`src/rtl/aaf_pkg.sv`:
```
`timescale 1ns / 1ps
// Shared types and constants of the accumulator ALU with flags.
// No dependencies; imported by aaf_alu and accumulator_alu_with_flags_top.
package aaf_pkg;

    typedef logic [4:0] t_action;

    // Operation codes
    localparam t_action ACT_ADD  = 5'd0;
    localparam t_action ACT_ADC  = 5'd1;
    localparam t_action ACT_SUB  = 5'd2;
    localparam t_action ACT_SBC  = 5'd3;
    localparam t_action ACT_AND  = 5'd4;
    localparam t_action ACT_XOR  = 5'd5;
    localparam t_action ACT_OR   = 5'd6;
    localparam t_action ACT_CP   = 5'd7;
    localparam t_action ACT_INC  = 5'd8;
    localparam t_action ACT_DEC  = 5'd9;
    localparam t_action ACT_RLCA = 5'd10;
    localparam t_action ACT_RRCA = 5'd11;
    localparam t_action ACT_RLA  = 5'd12;
    localparam t_action ACT_RRA  = 5'd13;
    localparam t_action ACT_CPL  = 5'd14;
    localparam t_action ACT_CCF  = 5'd15;
    localparam t_action ACT_SCF  = 5'd16;
    localparam t_action ACT_DAA  = 5'd17;

    // Flag bit positions
    localparam int unsigned FB_S  = 7;
    localparam int unsigned FB_Z  = 6;
    localparam int unsigned FB_F5 = 5;
    localparam int unsigned FB_H  = 4;
    localparam int unsigned FB_F3 = 3;
    localparam int unsigned FB_PV = 2;
    localparam int unsigned FB_N  = 1;
    localparam int unsigned FB_C  = 0;

    // Decimal adjust constants
    localparam logic [7:0] DAA_HI_LIMIT = 8'h99;
    localparam logic [3:0] DAA_LO_LIMIT = 4'd9;
    localparam logic [3:0] DAA_LO_SUB   = 4'd6;
    localparam logic [7:0] DAA_LO_FIX   = 8'h06;
    localparam logic [7:0] DAA_HI_FIX   = 8'h60;

    typedef struct packed {
        t_action    action;
        logic [7:0] acc;
        logic [7:0] operand;
        logic [7:0] flags;
    } t_alu_in;

    typedef struct packed {
        logic [7:0] result;
        logic [7:0] flags;
        logic       write_back;
    } t_alu_out;

endpackage

```
`src/rtl/aaf_alu.sv`:
```
`timescale 1ns / 1ps
// Combinational core: result byte, flag byte and write-back mark for one operation.
// Depends on aaf_pkg.
module aaf_alu
    import aaf_pkg::*;
(
    input  t_alu_in  i_op,
    output t_alu_out o_res
);

    // S, Z, F5, F3 of a byte, other bits zero
    function automatic logic [7:0] szxy(input logic [7:0] v);
        logic [7:0] f;
        f        = v & 8'hA8;
        f[FB_Z]  = (v == 8'd0);
        return f;
    endfunction

    always_comb begin
        logic [7:0] a;
        logic [7:0] b;
        logic [7:0] f;
        logic       cin;
        logic       use_c;
        logic [8:0] add_s;
        logic [4:0] add_h;
        logic [8:0] sub_s;
        logic [4:0] sub_h;
        logic [7:0] add_f;
        logic [7:0] sub_f;
        logic [7:0] keep;
        logic [7:0] r;
        logic [7:0] nf;
        logic       wb;
        logic [7:0] diff;
        logic       dc;
        logic [7:0] logic_r;

        a     = i_op.acc;
        b     = i_op.operand;
        f     = i_op.flags;
        cin   = f[FB_C];
        use_c = cin & ((i_op.action == ACT_ADC) || (i_op.action == ACT_SBC));
        keep  = f & 8'hC4;

        add_s = {1'b0, a} + {1'b0, b} + {8'd0, use_c};
        add_h = {1'b0, a[3:0]} + {1'b0, b[3:0]} + {4'd0, use_c};
        sub_s = {1'b0, a} - {1'b0, b} - {8'd0, use_c};
        sub_h = {1'b0, a[3:0]} - {1'b0, b[3:0]} - {4'd0, use_c};

        add_f        = szxy(add_s[7:0]);
        add_f[FB_H]  = add_h[4];
        add_f[FB_PV] = ~(a[7] ^ b[7]) & (a[7] ^ add_s[7]);
        add_f[FB_C]  = add_s[8];

        sub_f        = szxy(sub_s[7:0]);
        sub_f[FB_N]  = 1'b1;
        sub_f[FB_H]  = sub_h[4];
        sub_f[FB_PV] = (a[7] ^ b[7]) & (a[7] ^ sub_s[7]);
        sub_f[FB_C]  = sub_s[8];

        r       = a;
        nf      = f;
        wb      = 1'b1;
        diff    = 8'd0;
        dc      = cin;
        logic_r = 8'd0;

        unique case (i_op.action)
            ACT_ADD, ACT_ADC: begin
                r  = add_s[7:0];
                nf = add_f;
            end
            ACT_SUB, ACT_SBC: begin
                r  = sub_s[7:0];
                nf = sub_f;
            end
            ACT_AND, ACT_XOR, ACT_OR: begin
                if (i_op.action == ACT_AND) begin
                    logic_r = a & b;
                end else if (i_op.action == ACT_XOR) begin
                    logic_r = a ^ b;
                end else begin
                    logic_r = a | b;
                end
                r         = logic_r;
                nf        = szxy(logic_r);
                nf[FB_PV] = ~^logic_r;
                nf[FB_H]  = (i_op.action == ACT_AND);
            end
            ACT_CP: begin
                nf         = sub_f;
                nf[FB_F5]  = b[FB_F5];
                nf[FB_F3]  = b[FB_F3];
                wb         = 1'b0;
            end
            ACT_INC: begin
                r         = b + 8'd1;
                nf        = szxy(r);
                nf[FB_C]  = cin;
                nf[FB_H]  = (b[3:0] == 4'hF);
                nf[FB_PV] = (b == 8'h7F);
            end
            ACT_DEC: begin
                r         = b - 8'd1;
                nf        = szxy(r);
                nf[FB_C]  = cin;
                nf[FB_N]  = 1'b1;
                nf[FB_H]  = (b[3:0] == 4'h0);
                nf[FB_PV] = (b == 8'h80);
            end
            ACT_RLCA, ACT_RRCA, ACT_RLA, ACT_RRA: begin
                if (i_op.action == ACT_RLCA) begin
                    r = {a[6:0], a[7]};
                end else if (i_op.action == ACT_RRCA) begin
                    r = {a[0], a[7:1]};
                end else if (i_op.action == ACT_RLA) begin
                    r = {a[6:0], cin};
                end else begin
                    r = {cin, a[7:1]};
                end
                nf        = keep | (r & 8'h28);
                nf[FB_C]  = ((i_op.action == ACT_RLCA) || (i_op.action == ACT_RLA))
                            ? a[7] : a[0];
            end
            ACT_CPL: begin
                r        = ~a;
                nf       = keep | (r & 8'h28);
                nf[FB_C] = cin;
                nf[FB_H] = 1'b1;
                nf[FB_N] = 1'b1;
            end
            ACT_CCF: begin
                nf       = keep | (a & 8'h28);
                nf[FB_H] = cin;
                nf[FB_C] = ~cin;
                wb       = 1'b0;
            end
            ACT_SCF: begin
                nf       = keep | (a & 8'h28);
                nf[FB_C] = 1'b1;
                wb       = 1'b0;
            end
            ACT_DAA: begin
                if (f[FB_H] || (a[3:0] > DAA_LO_LIMIT)) begin
                    diff = diff | DAA_LO_FIX;
                end
                if (cin || (a > DAA_HI_LIMIT)) begin
                    diff = diff | DAA_HI_FIX;
                    dc   = 1'b1;
                end
                r         = f[FB_N] ? (a - diff) : (a + diff);
                nf        = szxy(r);
                nf[FB_PV] = ~^r;
                nf[FB_N]  = f[FB_N];
                nf[FB_C]  = dc;
                nf[FB_H]  = f[FB_N] ? (f[FB_H] && (a[3:0] < DAA_LO_SUB))
                                    : (a[3:0] > DAA_LO_LIMIT);
            end
            default: begin
                // Undefined codes: no operation
                r  = a;
                nf = f;
                wb = 1'b0;
            end
        endcase

        o_res.result     = r;
        o_res.flags      = nf;
        o_res.write_back = wb;
    end

endmodule

```
`src/rtl/accumulator_alu_with_flags_top.sv`:
```
`timescale 1ns / 1ps
// Top level of the eight-bit accumulator ALU with flag generation.
// Depends on aaf_pkg and aaf_alu.
//
// One operation is taken on every clock: busy never rises, so start may stay
// high for any number of cycles and each cycle with start high is a transfer.
// The operation is captured in an input register at the transfer edge,
// evaluated by the combinational ALU core and captured in a result register
// at the next rising edge. Its result is on o_result, o_flags_out and
// o_write_back with o_strobe high for the one cycle that follows that edge,
// so it is taken at the rising edge that ends that cycle. The receiver
// cannot hold a result off and must take it in that cycle. Results leave in
// the order the operations arrived. There are two register stages, and the
// depth between them is one 9-bit add or subtract plus the flag selection.
// The block keeps no architectural state: the caller supplies the
// accumulator, operand and flag byte with each operation and writes back the
// result itself when o_write_back is high (cp, ccf, scf and undefined codes
// leave it low).
module accumulator_alu_with_flags_top
    import aaf_pkg::*;
(
    input  logic       i_clk,
    input  logic       i_rst_n,
    input  logic       start,
    output logic       busy,
    input  logic [4:0] i_action,
    input  logic [7:0] i_acc,
    input  logic [7:0] i_operand,
    input  logic [7:0] i_flags_in,
    output logic       o_strobe,
    output logic [7:0] o_result,
    output logic [7:0] o_flags_out,
    output logic       o_write_back
);

    logic     r_in_valid;
    t_alu_in  r_in;
    logic     r_out_valid;
    t_alu_out r_out;
    t_alu_out n_out;

    // Never stall the sender: both stages advance every cycle
    assign busy = 1'b0;

    // Input stage: valid cleared by reset, payload held without reset
    always_ff @(posedge i_clk) begin
        if (!i_rst_n) begin
            r_in_valid <= 1'b0;
        end else begin
            r_in_valid <= start;
        end
    end

    always_ff @(posedge i_clk) begin
        if (start) begin
            r_in.action  <= i_action;
            r_in.acc     <= i_acc;
            r_in.operand <= i_operand;
            r_in.flags   <= i_flags_in;
        end
    end

    aaf_alu u_alu (
        .i_op  (r_in),
        .o_res (n_out)
    );

    // Result stage: strobe lasts one cycle per transfer
    always_ff @(posedge i_clk) begin
        if (!i_rst_n) begin
            r_out_valid <= 1'b0;
        end else begin
            r_out_valid <= r_in_valid;
        end
    end

    always_ff @(posedge i_clk) begin
        if (r_in_valid) begin
            r_out <= n_out;
        end
    end

    assign o_strobe     = r_out_valid;
    assign o_result     = r_out.result;
    assign o_flags_out  = r_out.flags;
    assign o_write_back = r_out.write_back;

endmodule
```
`config.mk`:
```
export PLATFORM = sky130hd
export DESIGN_NAME = accumulator_alu_with_flags_top
export DESIGN_NICKNAME = d
export VERILOG_FILES = /design/src/rtl/aaf_pkg.sv /design/src/rtl/aaf_alu.sv /design/src/rtl/accumulator_alu_with_flags_top.sv
export SDC_FILE = /design/constraint.sdc
export NUM_CORES = 1
export LEC_CHECK = 0
export BUFFER_PORTS_ARGS = -buffer_cell sky130_fd_sc_hd__buf_2
export CAP_MARGIN = 20
export CORE_MARGIN = 5
export CORE_UTILIZATION = 58
export DETAILED_ROUTE_END_ITERATION = 10
export GPL_TIMING_DRIVEN = 0
export HOLD_SLACK_MARGIN = 0.08
export PLACE_DENSITY = 0.79
export RECOVER_POWER = 25
export SLEW_MARGIN = 30
export SYNTH_ARGS = -nofsm -noshare
export SYNTH_HDL_FRONTEND = slang
export SYNTH_SLANG_ARGS = --single-unit
```
`constraint.sdc`:
```
create_clock -name i_clk -period 4.35 [get_ports i_clk]
set_input_delay 0.435 -clock i_clk [delete_from_list [all_inputs] [get_ports i_clk]]
set_output_delay 0.435 -clock i_clk [all_outputs]
set_load 0.01 [all_outputs]
```
; ---- Word level (Yosys, flattened, before mapping)
; Index checks and enable logic that the tools add are counted.
[totals]
register_bits = 48
in_bits = 32
output_inout_bits = 19
elab_cells = 96
[classes]
add_sub_neg = 12
order_cmp = 3
eq_ne = 20
muxes = 17
bitwise = 15
n_reduce_logical = 20
[ops]
columns = op, n
row1 = $pmux W8 S11, 1
row2 = $mux W8, 9
row3 = $pmux W8 S8, 1
row4 = $logic_not A8 Y1, 6
row5 = $eq A5 B4 Y1 const B, 8
row6 = $or A8 B6 Y8, 3
row7 = $eq A5 B3 Y1 const B, 4
row8 = $reduce_xnor A8 Y1, 2
row9 = $reduce_or A15 Y1, 1
row10 = $eq A5 B2 Y1 const B, 2
row11 = $eq A5 B5 Y1 const B, 2
row12 = $add A8 B8 Y9, 1
row13 = $add A9 B1 Y9, 1
row14 = $sub A8 B8 Y9, 1
row15 = $sub A9 B1 Y9, 1
row16 = $add A8 B1 Y8 const B, 1
row17 = $add A8 B8 Y8, 1
row18 = $and A8 B8 Y8, 1
row19 = $eq A8 B7 Y1 const B, 1
row20 = $eq A8 B8 Y1 const B, 1
row21 = $gt A8 B8 Y1 const B, 1
row22 = $not A8 Y8, 1
row23 = $or A8 B8 Y8, 1
row24 = $sub A8 B1 Y8 const B, 1
row25 = 23 further kinds, 35

; ---- Logic depth before layout (Yosys ltp)
; Gate-level depths: netlist of run 1.
[depth]
word_depth = 9
depth_mapped = 20
ltp_nobuf = 20

; ---- By module
; A second synthesis of run 1 with hierarchy kept.
[unflattened]
cells_unflattened = 538
hier_area_um2 = 4848.4
[modules_own_cells]
columns = module, n_inst, cells_each, area_each_um2, seq_area_each_um2
row1 = aaf_alu, 1, 486, 3403.3, 0.0
row2 = accumulator_alu_with_flags_top, 1, 52, 1445.1, 1421.4

; ---- Worst setup path before layout of run 1
; Ideal clock, no wire load.
[synth_timing]
path_kind = flip-flop to flip-flop
startpoint = reg r_in[17] (netlist name)
endpoint = reg r_out (netlist bit o_flags_out[2]) (data pin)
setup_time_ns = 0.277
t_arrival_ns = 3.651
t_required_ns = 4.073
path_slack_ns = 0.422
stages_incl_launch_ff = 21
synth_period_minus_slack_ns = 3.928
path_cell_list = edfxtp_1 inv_1 nand2_1 a311o_1 a21oi_1 ha_1 inv_1 o21ai_0 ha_1 o21a_1 o21a_1 o2bb2ai_1 xnor2_1 inv_1 ha_1 xor2_1 xnor2_1 o22ai_1 a21oi_1 o21a_1 o311ai_0
[synth_rtl]
columns = item, line
row1 = "start, declared", accumulator_alu_with_flags_top.sv:37  ; t_alu_in r_in;
row2 = "end signal, assigned", accumulator_alu_with_flags_top.sv:79  ; r_out <= n_out;
row3 = "end, declared", accumulator_alu_with_flags_top.sv:39  ; t_alu_out r_out;

==> results of run 1 <==
## flip-flops by register name, summed over array words and instances (netlist names)
name and cells:
r_in 29, o_result 8, o_write_back 1, o_flags_out 8, r_in_valid 1, o_strobe 1
## cells in the mapped netlist (10+ instances only)
cell type                  count  area [um^2]
sky130_fd_sc_hd__nor2_1       45          169
sky130_fd_sc_hd__clkbuf_1     15         56.3
sky130_fd_sc_hd__inv_1        40          150
sky130_fd_sc_hd__nor4_1       13         81.3
sky130_fd_sc_hd__a21oi_1      22          110
sky130_fd_sc_hd__ha_1         53          663
sky130_fd_sc_hd__o21ai_0      25          125
sky130_fd_sc_hd__xnor2_1      21          184
sky130_fd_sc_hd__edfxtp_1     46         1380
sky130_fd_sc_hd__nand2_1      34          128
sky130_fd_sc_hd__nand3_1      14         70.1
sky130_fd_sc_hd__mux2i_1      15          150
sky130_fd_sc_hd__a31oi_1      10         62.6
## worst max path at each step
| stage | from | end | slack [ns] |
|---|---|---|---|
| floorplan | r_in[17] | o_flags_out[2] | 0.42 |
| global placement | r_in[17] | o_flags_out[2] | -0.39 |
| detailed placement | r_in[17] | o_flags_out[2] | -0.43 |
| CTS | r_in[17] | o_flags_out[2] | 0.009 |
| global route | r_in[17] | o_flags_out[2] | -0.03 |
| finish | r_in[24] | o_flags_out[0] | 0.10 |
## worst max-delay path, stage by stage (launching register included)
cell and delay, ns:
sky130_fd_sc_hd__edfxtp_1 0.47, sky130_fd_sc_hd__nor2b_1 0.16, sky130_fd_sc_hd__buf_2 0.20, sky130_fd_sc_hd__nand3_1 0.20, sky130_fd_sc_hd__inv_1 0.08, sky130_fd_sc_hd__fa_1 0.57
sky130_fd_sc_hd__inv_1 0.08, sky130_fd_sc_hd__ha_1 0.18, sky130_fd_sc_hd__or2_2 0.30, sky130_fd_sc_hd__fa_1 0.45, sky130_fd_sc_hd__o21a_1 0.26, sky130_fd_sc_hd__o22a_1 0.24
sky130_fd_sc_hd__a31oi_4 0.23, sky130_fd_sc_hd__xnor2_1 0.14, sky130_fd_sc_hd__nor2_1 0.06, sky130_fd_sc_hd__o32a_1 0.35
## area by class of cell
type / instances / area (um^2)
tap: 105 / 131
buffer: 27 / 130
clock inverter: 2 / 35.0
timing repair buffer: 63 / 348
fill: 645 / 2680
sequential: 48 / 1420
clock buffer: 6 / 72.6
inverter: 43 / 161
multi-input combinational: 417 / 3150
## power by group
part	switching, uW	internal, uW
Combinational	477	326
Clock	152	171
Sequential	42.3	558
## cells by family after synthesis
| logic type | count (synthesis) |
|---|---|
| buffers and inverters | 71 |
| other | 1 |
| AO/OA/AOI/OAI | 150 |
| adder cells (fa/ha/maj) | 57 |
| XOR/XNOR | 28 |
| flip-flops | 48 |
| multiplexers | 19 |
| AND/OR/NAND/NOR | 162 |
## repair_timing
action                                  in CTS  in global routing
buffers inserted                             2                 11
pin swaps                                    1                  5
gates resized for setup                      3                  9
endpoints found under the setup margin       2                  6
## routing by layer
layer  up-vias  global-route usage, %  wire length [um]
met5         -                      0                 0
met4         0                   12.9               668
met3        50                   6.99              1800
met2       329                   47.2              6930
met1      2163                   43.3              6640
li1       2153                      -                 -
## stage by stage
stage	std cells	util [%]	instance area, um^2	hold WS, ns	setup TNS, ns
2_1_floorplan	536	-	4810	0.506	0
3_3_place_gp	690	63.7	5180	0.535	-0.428
3_5_place_dp	691	63.9	5200	0.540	-0.553
4_1_cts	701	65.6	5330	0.299	0
5_1_grt	711	67.0	5450	0.288	-0.0553
6_report	711	67.0	5450	0.299	0
==> impl_metrics.tcl, run 1 <==
set metrics [dict create \
    vias 4695 \
    post-place-ws_ns -0.433 \
    place_hpwl_mm 12.5 \
    postSynth.topFlopCell "sky130_fd_sc_hd__edfxtp_1" \
    synthXorXnorAreaFrac_pct 5.10 \
    remaining_drc_errors 0 \
    number_of_enable_type_register_cells_in_the_synthesized_netlist 46 \
    synth.yosys.seq_area_share_pct 29.6 \
    rr_worst_depth 15 \
    setup.worst_path.end_class "flop" \
    hold_class "in2reg" \
    hp-start "i_acc[5]" \
    syn_area_per_cell_um2 8.97 \
    cts_buffers 5 \
    clkTransAtPathRegs_ns 0.09 \
    most_common_cell_after_layout_fill_and_taps_aside "sky130_fd_sc_hd__buf_2" \
    tritoncts "yes" \
    antenna_violations_before_repair 0 \
    num_antenna_cells 0 \
    floorplan.io_pins 51 \
    buffer_ports.inserted 49 \
    power.total_uw 1730 \
    finish.net_count 694 \
    synthAdderAreaFrac_pct 15.5 \
    timing_worst_slew_pin_value_ns 0.847 \
    grt_usage_pct 31.3 \
    cap_violations 0 \
    grt_pass1_vias 4370 \
    grt_max_degree 31 \
    drt.antenna.violating_nets 0 \
    synthesis.instances 536 \
    grt_pass1_wl_mm 24.2 \
    report.final.hold_viol_count 0 \
    synth-async-reset-ratio_pct 0 \
    floorplan.initialDensity_pct 59.1 \
    core-area_um2 8130 \
    grt_setup_unrepaired "yes" \
    cp-start-kind "flop" \
    rows 33 \
    synthMuxAreaShare_pct 4.06 \
    critPathArrivalTime_ns 4.31 \
    floorplan.die.height_um 101 \
    final_critical_path_setup_slack_ns 0.105 \
    clk_root_buffer_cell "sky130_fd_sc_hd__clkbuf_8" \
    cts_num_sinks 48 \
    routed_wirelength_mm 16.0 \
    worst_hold_path.endpoint "r_in[21]" \
    most-common-layout-cells "sky130_fd_sc_hd__buf_2 (58), sky130_fd_sc_hd__ha_1 (53), sky130_fd_sc_hd__edfxtp_1 (46)" \
    clockBufferDepth 2 \
    postSynthNetCount 625 \
    total_die_area_um2 10200 \
    insertion_delay_ns 0.30 \
    fraction_of_final_layout_cells_with_drive_strength_greater_than_1_pct 17.7 \
    yosysWarningCount 0 \
    p_leak_uw 0.00225 \
    fmax_ghz 0.236 \
    setup_violations 0 \
    path_class "reg2reg" \
    grt_overflow_total 0 \
    synth_compound_gate_area_share_pct 22.4 \
    maxSlewViolCount 0 \
    areaGrowthSynthToFinish_pct 13.4 \
    power_per_cell_area_nw_per_um2 317 \
    detail_route.wl_per_cell_um 22.5 \
    synth_simple_gate_area_share_pct 17.2 \
    drt_iter0_drc 615 \
    fin_worst_skew_ns 0.00938 \
    synth_cell_types 75 \
    globalplace.congestion 1.06 \
    worstReg2RegEnd "o_flags_out[0]" \
    run_status "complete, no violations" \
    holdPathStages 1 \
    critical_path_peak_fanout 8 \
    power.ir.vdd_worst_mv 0.173 \
    rrSetupSlack_ns 0.10 \
    drt_pass1_iterations 5 \
    synth.cell_area_um2 4810 \
    ctsHtreeMaxLevel 2 \
    worst_path_required_ns 4.41 \
    largest_family_of_logic_cells_by_synthesized_area "compound AO/OA/AOI/OAI gates" \
    post-route-min-period_ns 4.25 \
    postSynthRegisterBits 48 \
    timing.final.crit_share_pct 97.6 \
    width_of_the_die_um 101 \
    timing.rr.start "r_in[24]" \
    vias_per_cell 6.60 \
    number_of_buffers_inserted_by_hold_repair_at_cts 0 \
    max-slew-margin-rel_pct 43.1 \
]
Note: power is estimated with default switching activity, not from simulation.
==> run 2: changes to the inputs <==
--- a/config.mk
+++ b/config.mk
@@ -5,6 +5,7 @@
 export SDC_FILE = /design/constraint.sdc
 export NUM_CORES = 1
 export LEC_CHECK = 0
+export ABC_AREA = 1
 export BUFFER_PORTS_ARGS = -buffer_cell sky130_fd_sc_hd__buf_2
 export CAP_MARGIN = 20
 export CORE_MARGIN = 5
@@ -12,7 +13,7 @@
 export DETAILED_ROUTE_END_ITERATION = 10
 export GPL_TIMING_DRIVEN = 0
 export HOLD_SLACK_MARGIN = 0.08
-export PLACE_DENSITY = 0.79
+export PLACE_DENSITY = 0.78
 export RECOVER_POWER = 25
 export SLEW_MARGIN = 30
 export SYNTH_ARGS = -nofsm -noshare
==> impl_metrics.tcl, run 2 <==
set metrics [dict create \
    path_class "reg2reg" \
    floorplan.initialDensity_pct 59.4 \
    synthesis.instances 783 \
    hold_class "in2reg" \
    number_of_enable_type_register_cells_in_the_synthesized_netlist 46 \
    finish.net_count 935 \
    cap_violations 0 \
    finalCoreUtilization_pct 65.8 \
    critical_path.slowest_cell "sky130_fd_sc_hd__edfxtp_1" \
    top_cell_type_s_share_of_synthesized_area_pct 26.8 \
    placed_cells 940 \
    timing.critical_path.buf_inv 6 \
    synth.yosys.seq_area_share_pct 27.6 \
    grt_usage_pct 29.8 \
    num_antenna_cells 0 \
    buffer_ports.inserted 49 \
    power.ir.vdd_worst_mv 0.176 \
    rows 34 \
    met2RoutedLength_mm 7.05 \
    setup_violations 0 \
    ys_top_cells_by_count "sky130_fd_sc_hd__nand2_1 (248), sky130_fd_sc_hd__inv_1 (119), sky130_fd_sc_hd__nor2_1 (89)" \
    synth-async-reset-ratio_pct 0 \
    met1_length_mm 7.02 \
    globalplace.congestion 1.07 \
    clk_root_buffer_cell "sky130_fd_sc_hd__clkbuf_8" \
    synthMostInstantiatedCell "sky130_fd_sc_hd__nand2_1" \
    fmax_ghz 0.247 \
    cp-start-kind "flop" \
    remaining_drc_errors 0 \
    drt_iter0_drc 596 \
    max-slew-margin-rel_pct 49.7 \
    tritoncts "yes" \
    report.final.hold_viol_count 0 \
    vias_per_cell 5.81 \
    postSynthRegisterBits 48 \
    insertion_delay_ns 0.30 \
    grt_pass1_vias 5078 \
    routed_wirelength_mm 16.8 \
    fraction_of_final_layout_cells_with_drive_strength_greater_than_1_pct 10.4 \
    vias 5549 \
    routed-wl-met3_mm 1.70 \
    postSynthNetCount 872 \
    critPathArrivalTime_ns 4.13 \
    synth.cell_area_um2 5160 \
    timing_worst_slew_pin_value_ns 0.754 \
    drt.antenna.violating_nets 0 \
    width_of_the_die_um 104 \
    clkTransAtPathRegs_ns 0.09 \
    path_common_cell "sky130_fd_sc_hd__nand2_1" \
    clockBufferDepth 2 \
    top_register "r_in" \
    detail_route.wl_per_cell_um 17.5 \
    number_of_buffers_inserted_by_hold_repair_at_cts 0 \
    path_delay_family "simple AND/OR/NAND/NOR gates" \
    finish.cell_count_without_fillers 955 \
    floorplan.die.height_um 104 \
    total_die_area_um2 10900 \
    synth_top_cells_by_area "sky130_fd_sc_hd__edfxtp_1 (27%), sky130_fd_sc_hd__nand2_1 (18%), sky130_fd_sc_hd__ha_1 (13%)" \
    critPathMaxStageDelay_ns 0.52 \
    cts_num_sinks 48 \
    fin_worst_skew_ns 0.00808 \
    power_per_cell_area_nw_per_um2 301 \
    grt_max_degree 31 \
    grt_pass1_wl_mm 26.0 \
    largest_reg_flops 29 \
    place_hpwl_mm 13.6 \
    yosysWarningCount 0 \
    p_leak_uw 0.00307 \
    most-common-layout-cells "sky130_fd_sc_hd__nand2_1 (248), sky130_fd_sc_hd__inv_1 (116), sky130_fd_sc_hd__nor2_1 (89)" \
    synth_cell_types 37 \
    worst_path_required_ns 4.42 \
    floorplan.io_pins 51 \
    ctsHtreeMaxLevel 2 \
    run_status "complete, no violations" \
    core-area_um2 8680 \
    setup.worst_path.end_class "flop" \
    areaGrowthSynthToFinish_pct 10.8 \
    critical_path_peak_fanout 5 \
    syn_area_per_cell_um2 6.59 \
    timing.final.crit_share_pct 93.2 \
    cts_buffers 5 \
    post-route-min-period_ns 4.05 \
    maxSlewViolCount 0 \
    antenna_violations_before_repair 0 \
    drt_pass1_iterations 6 \
    postSynth.topFlopCell "sky130_fd_sc_hd__edfxtp_1" \
    topRoutingLayerUsed "met4" \
    grt_overflow_total 0 \
    synth_area_leader_cell "sky130_fd_sc_hd__edfxtp_1" \
    most_common_cell_after_layout_fill_and_taps_aside "sky130_fd_sc_hd__nand2_1" \
]
==> run 2: cell count changes after synthesis, sizes merged, moves of 8 or more <==
cell,previous run,this run
nand2,34,250
inv,41,119
nand3,14,82
nor2,45,93
xnor2,21,3
mux2i,15,0
nor4,13,0
clkbuf,15,4
nand4,7,18
a31oi,10,1
o21a,9,1
==> run 2: logic make-up (layout without fill, tap and decap cells) <==
family / after synthesis / in the layout / share of synthesized area [%]
AND/OR/NAND/NOR: 466 / 466 / 38.5
AO/OA/AOI/OAI: 69 / 69 / 7.83
buffers and inverters: 132 / 196 / 9.97
flip-flops: 48 / 48 / 27.6
other: 1 / 1 / 0.0727
XOR/XNOR: 10 / 10 / 1.70
adder cells (fa/ha/maj): 57 / 57 / 14.4
==> run 2: repair_timing <==
item | CTS | global route
gates resized for setup | 0 | 5
setup endpoints to repair | 2 | 2
setup buffers | 1 | 6
==> run 2: final timing paths <==
kind / from / endpoint / slack [ns] / cells after the start
hold / removal: i_flags_in[6] / r_in[6] / 0.30 / 1
setup reg to reg: r_in[17] / o_flags_out[2] / 0.30 / 30
setup / recovery: r_in[17] / o_flags_out[2] / 0.30 / 30
hold reg to reg: r_in[3] / o_flags_out[3] / 0.59 / 2
==> run 2: power breakdown <==
group	leakage (uW)	switching [uW]	internal, uW
Clock	0.0000552	147	171
Combinational	0.00256	515	277
Sequential	0.000457	46.5	562
==> run 2: per-layer routing <==
metal,GRT usage (%),vias to the layer above
li1,-,2644
met1,40.9,2490
met5,0,-
met2,44.7,357
met4,15.4,0
met3,5.46,58
==> run 2: per-stage QoR <==
step | TNS (ns) | setup slack (ns) | cell area [um^2] | hold WS [ns] | power, uW
after floorplan | 0 | 0.894 | 5160 | 0.511 | 1160
final | 0 | 0.295 | 5710 | 0.302 | 1720
after global placement | 0 | 0.0134 | 5540 | 0.573 | 1350
after global routing | -0.0123 | -0.0123 | 5710 | 0.287 | 1840
after CTS | 0 | 0.144 | 5650 | 0.300 | 1690
after detailed placement | -0.0602 | -0.0602 | 5540 | 0.560 | 1370
==> run 2: worst register-to-register path: cells and delay by family (launching register included) <==
kind / cells / cell delay [ns]
adder cells (fa/ha/maj): 3 / 0.95
AO/OA/AOI/OAI: 2 / 0.40
flip-flops: 1 / 0.52
buffers and inverters: 6 / 0.48
AND/OR/NAND/NOR: 19 / 1.49
==> run 2: area by class of cell <==
class,count,area (um^2)
Multi-Input combinational cell,603,3230
Fill cell,823,2960
Sequential cell,48,1420
Tap cell,108,135
Clock buffer,6,72.6
Buffer,13,67.6
Clock inverter,2,35.0
Timing Repair Buffer,56,298
Inverter,119,450
==> run 3: changes to the inputs <==
--- a/config.mk
+++ b/config.mk
@@ -13,9 +13,10 @@
 export DETAILED_ROUTE_END_ITERATION = 10
 export GPL_TIMING_DRIVEN = 0
 export HOLD_SLACK_MARGIN = 0.08
-export PLACE_DENSITY = 0.78
+export PLACE_DENSITY = 0.79
 export RECOVER_POWER = 25
 export SLEW_MARGIN = 30
 export SYNTH_ARGS = -nofsm -noshare
 export SYNTH_HDL_FRONTEND = slang
+export SYNTH_HIERARCHICAL = 1
 export SYNTH_SLANG_ARGS = --single-unit
==> impl_metrics.tcl, run 3 <==
set metrics [dict create \
    grt_usage_pct 30.7 \
    largest_reg_flops 29 \
    report.final.hold_viol_count 0 \
    timing.rr.start "r_in[17]" \
    max-slew-margin-rel_pct 37.8 \
    synthMostInstantiatedCell "sky130_fd_sc_hd__nand2_1" \
    floorplan.die.height_um 104 \
    critPathMaxStageDelay_ns 0.34 \
    number_of_enable_type_register_cells_in_the_synthesized_netlist 46 \
    fraction_of_final_layout_cells_with_drive_strength_greater_than_1_pct 12.0 \
    power_per_cell_area_nw_per_um2 289 \
    number_of_buffers_inserted_by_hold_repair_at_cts 0 \
    drt.antenna.violating_nets 0 \
    timing.final.crit_share_pct 93.5 \
    total_die_area_um2 10700 \
    floorplan.initialDensity_pct 58.8 \
    antenna_violations_before_repair 0 \
    routed_wirelength_mm 16.8 \
    areaGrowthSynthToFinish_pct 10.2 \
    p_leak_uw 0.00290 \
    synth.cell_area_um2 5080 \
    insertion_delay_ns 0.30 \
    synth_top_cells_by_area "sky130_fd_sc_hd__edfxtp_1 (27%), sky130_fd_sc_hd__nand2_1 (17%), sky130_fd_sc_hd__ha_1 (13%)" \
    place_hpwl_mm 13.6 \
    post-route-min-period_ns 4.07 \
    met1_length_mm 6.71 \
    grt_pass1_vias 5104 \
    cts_num_sinks 48 \
    hp-start "i_flags_in[0]" \
    path_class "reg2reg" \
    finish.net_count 888 \
    synth_area_leader_cell "sky130_fd_sc_hd__edfxtp_1" \
    floorplan.io_pins 51 \
    timing_worst_slew_pin_value_ns 0.926 \
    run_status "complete, no violations" \
    power.ir.vdd_worst_mv 0.156 \
    grt_max_degree 31 \
    rows 34 \
    globalplace.congestion 1.04 \
    synth.yosys.seq_area_share_pct 28.0 \
    setup.worst_path.end_class "flop" \
    vias_per_cell 5.97 \
    cts_buffers 5 \
    ys_top_cells_by_count "sky130_fd_sc_hd__nand2_1 (233), sky130_fd_sc_hd__inv_1 (95), sky130_fd_sc_hd__nand3_1 (73)" \
    drt_iter0_drc 643 \
    totalNegativeSetupSlack_ns 0 \
    critPathArrivalTime_ns 4.11 \
    synthesis.instances 737 \
    synth_cell_types 44 \
    postSynthNetCount 826 \
    critical_path.slowest_cell "sky130_fd_sc_hd__ha_1" \
    postSynthRegisterBits 48 \
    fmax_ghz 0.246 \
    tritoncts "yes" \
    critical_path.startpoint "r_in[17]" \
    most-common-layout-cells "sky130_fd_sc_hd__nand2_1 (233), sky130_fd_sc_hd__inv_1 (94), sky130_fd_sc_hd__nand3_1 (73)" \
    fillerInstances 823 \
    grt_pass1_wl_mm 26.7 \
    holdWs_ns 0.297 \
    setup_violations 0 \
    grt_overflow_total 0 \
    num_antenna_cells 0 \
    clockBufferDepth 2 \
    maxSlewViolCount 0 \
    buffer_ports.inserted 49 \
    most_common_cell_after_layout_fill_and_taps_aside "sky130_fd_sc_hd__nand2_1" \
    clkTransAtPathRegs_ns 0.10 \
    routed-wl-met3_mm 1.92 \
    cap_violations 0 \
    hold_class "in2reg" \
    synth-async-reset-ratio_pct 0 \
    syn_area_per_cell_um2 6.89 \
    clk_root_buffer_cell "sky130_fd_sc_hd__clkbuf_8" \
    worst_path_required_ns 4.39 \
    drt_pass1_iterations 10 \
    fin_worst_skew_ns 0.0128 \
    critical_path_peak_fanout 8 \
    yosysWarningCount 6 \
    postSynth.topFlopCell "sky130_fd_sc_hd__edfxtp_1" \
    remaining_drc_errors 0 \
    core-area_um2 8640 \
    topRoutingLayerUsed "met4" \
    detail_route.wl_per_cell_um 18.5 \
    top_cell_type_s_share_of_synthesized_area_pct 27.2 \
    ctsHtreeMaxLevel 2 \
    top_register "r_in" \
    vias 5419 \
    cp-start-kind "flop" \
    width_of_the_die_um 104 \
    met2RoutedLength_mm 7.24 \
    rrSetupSlack_ns 0.28 \
    path_common_cell "sky130_fd_sc_hd__nand2_1" \
    grt_setup_unrepaired "no" \
]
==> run 3: cell types whose count changed in the layout (fill, tap and decap cells not counted), sizes merged, moves of 4 or more <==
cell,before,now
nor2,93,79
nand3,82,76
nor3,4,8
o21ai,27,33
inv,118,100
nand2,250,236
nand4,18,22
==> run 3: worst max-delay path, delay by kind of cell, from the launching register on <==
family	cells	cell delay, ns
flops	1	0.33
buf+inv	4	0.56
xor+xnor	1	0.21
fa+ha+maj	3	0.90
simple gates	13	1.16
compound gates	4	0.66
==> run 3: layout make-up <==
type | instances | area (um^2) | share of cell area [%]
Buffer | 10 | 72.6 | 1.30
Clock buffer | 5 | 68.8 | 1.23
Clock inverter | 3 | 18.8 | 0.335
Inverter | 102 | 389 | 6.95
Multi-Input combinational cell | 577 | 3210 | 57.2
Sequential cell | 48 | 1420 | 25.4
Tap cell | 108 | 135 | 2.41
Timing Repair Buffer | 55 | 290 | 5.18
==> run 3: power breakdown <==
part           internal (uW)  switching [uW]  total (uW)
sequential               563            47.9         611
combinational            259             489         748
clock                    111             150         261
total                    932             687        1620
==> run 3: per-layer routing <==
metal | vias to the layer above | GRT usage, %
met5 | - | 0
met3 | 63 | 5.29
met1 | 2454 | 43.0
li1 | 2539 | -
met2 | 363 | 45.9
met4 | 0 | 14.9
==> run 3: logic make-up (layout without fill, tap and decap cells) <==
kind of cell,count (synthesis),count (layout),synth area share (%)
other cells,1,1,0.0738
xor+xnor,11,11,1.90
simple gates,435,435,38.1
buf+inv,112,175,9.01
flops,48,48,28.0
compound gates,73,73,8.32
fa+ha+maj,57,57,14.6
==> run 3: what timing repair did <==
action / 4_1_cts / 5_1_grt
buffers inserted: 0 / 6
endpoints found under the setup margin: 0 / 2
endpoints found under the hold margin: 0 / 0
gates resized for setup: 0 / 2
==> run 3: worst paths after layout <==
kind,depth (start not counted),endpoint
max,25,o_flags_out[2]
max reg2reg,25,o_flags_out[2]
min,1,r_in[0]
min reg2reg,2,o_flags_out[3]
==> run 3: stage by stage <==
stage / utilization [%] / cells / worst slack, ns / instance area (um^2) / power, uW
finish: 64.9 / 908 / 0.281 / 5600 / 1620
global route: 64.9 / 908 / 0.00804 / 5600 / 1740
CTS: 64.3 / 902 / 0.133 / 5550 / 1600
detailed placement: 63.2 / 894 / 0.161 / 5460 / 1340
global placement: 63.2 / 894 / 0.238 / 5460 / 1310
floorplan: - / 737 / 0.964 / 5080 / 1120
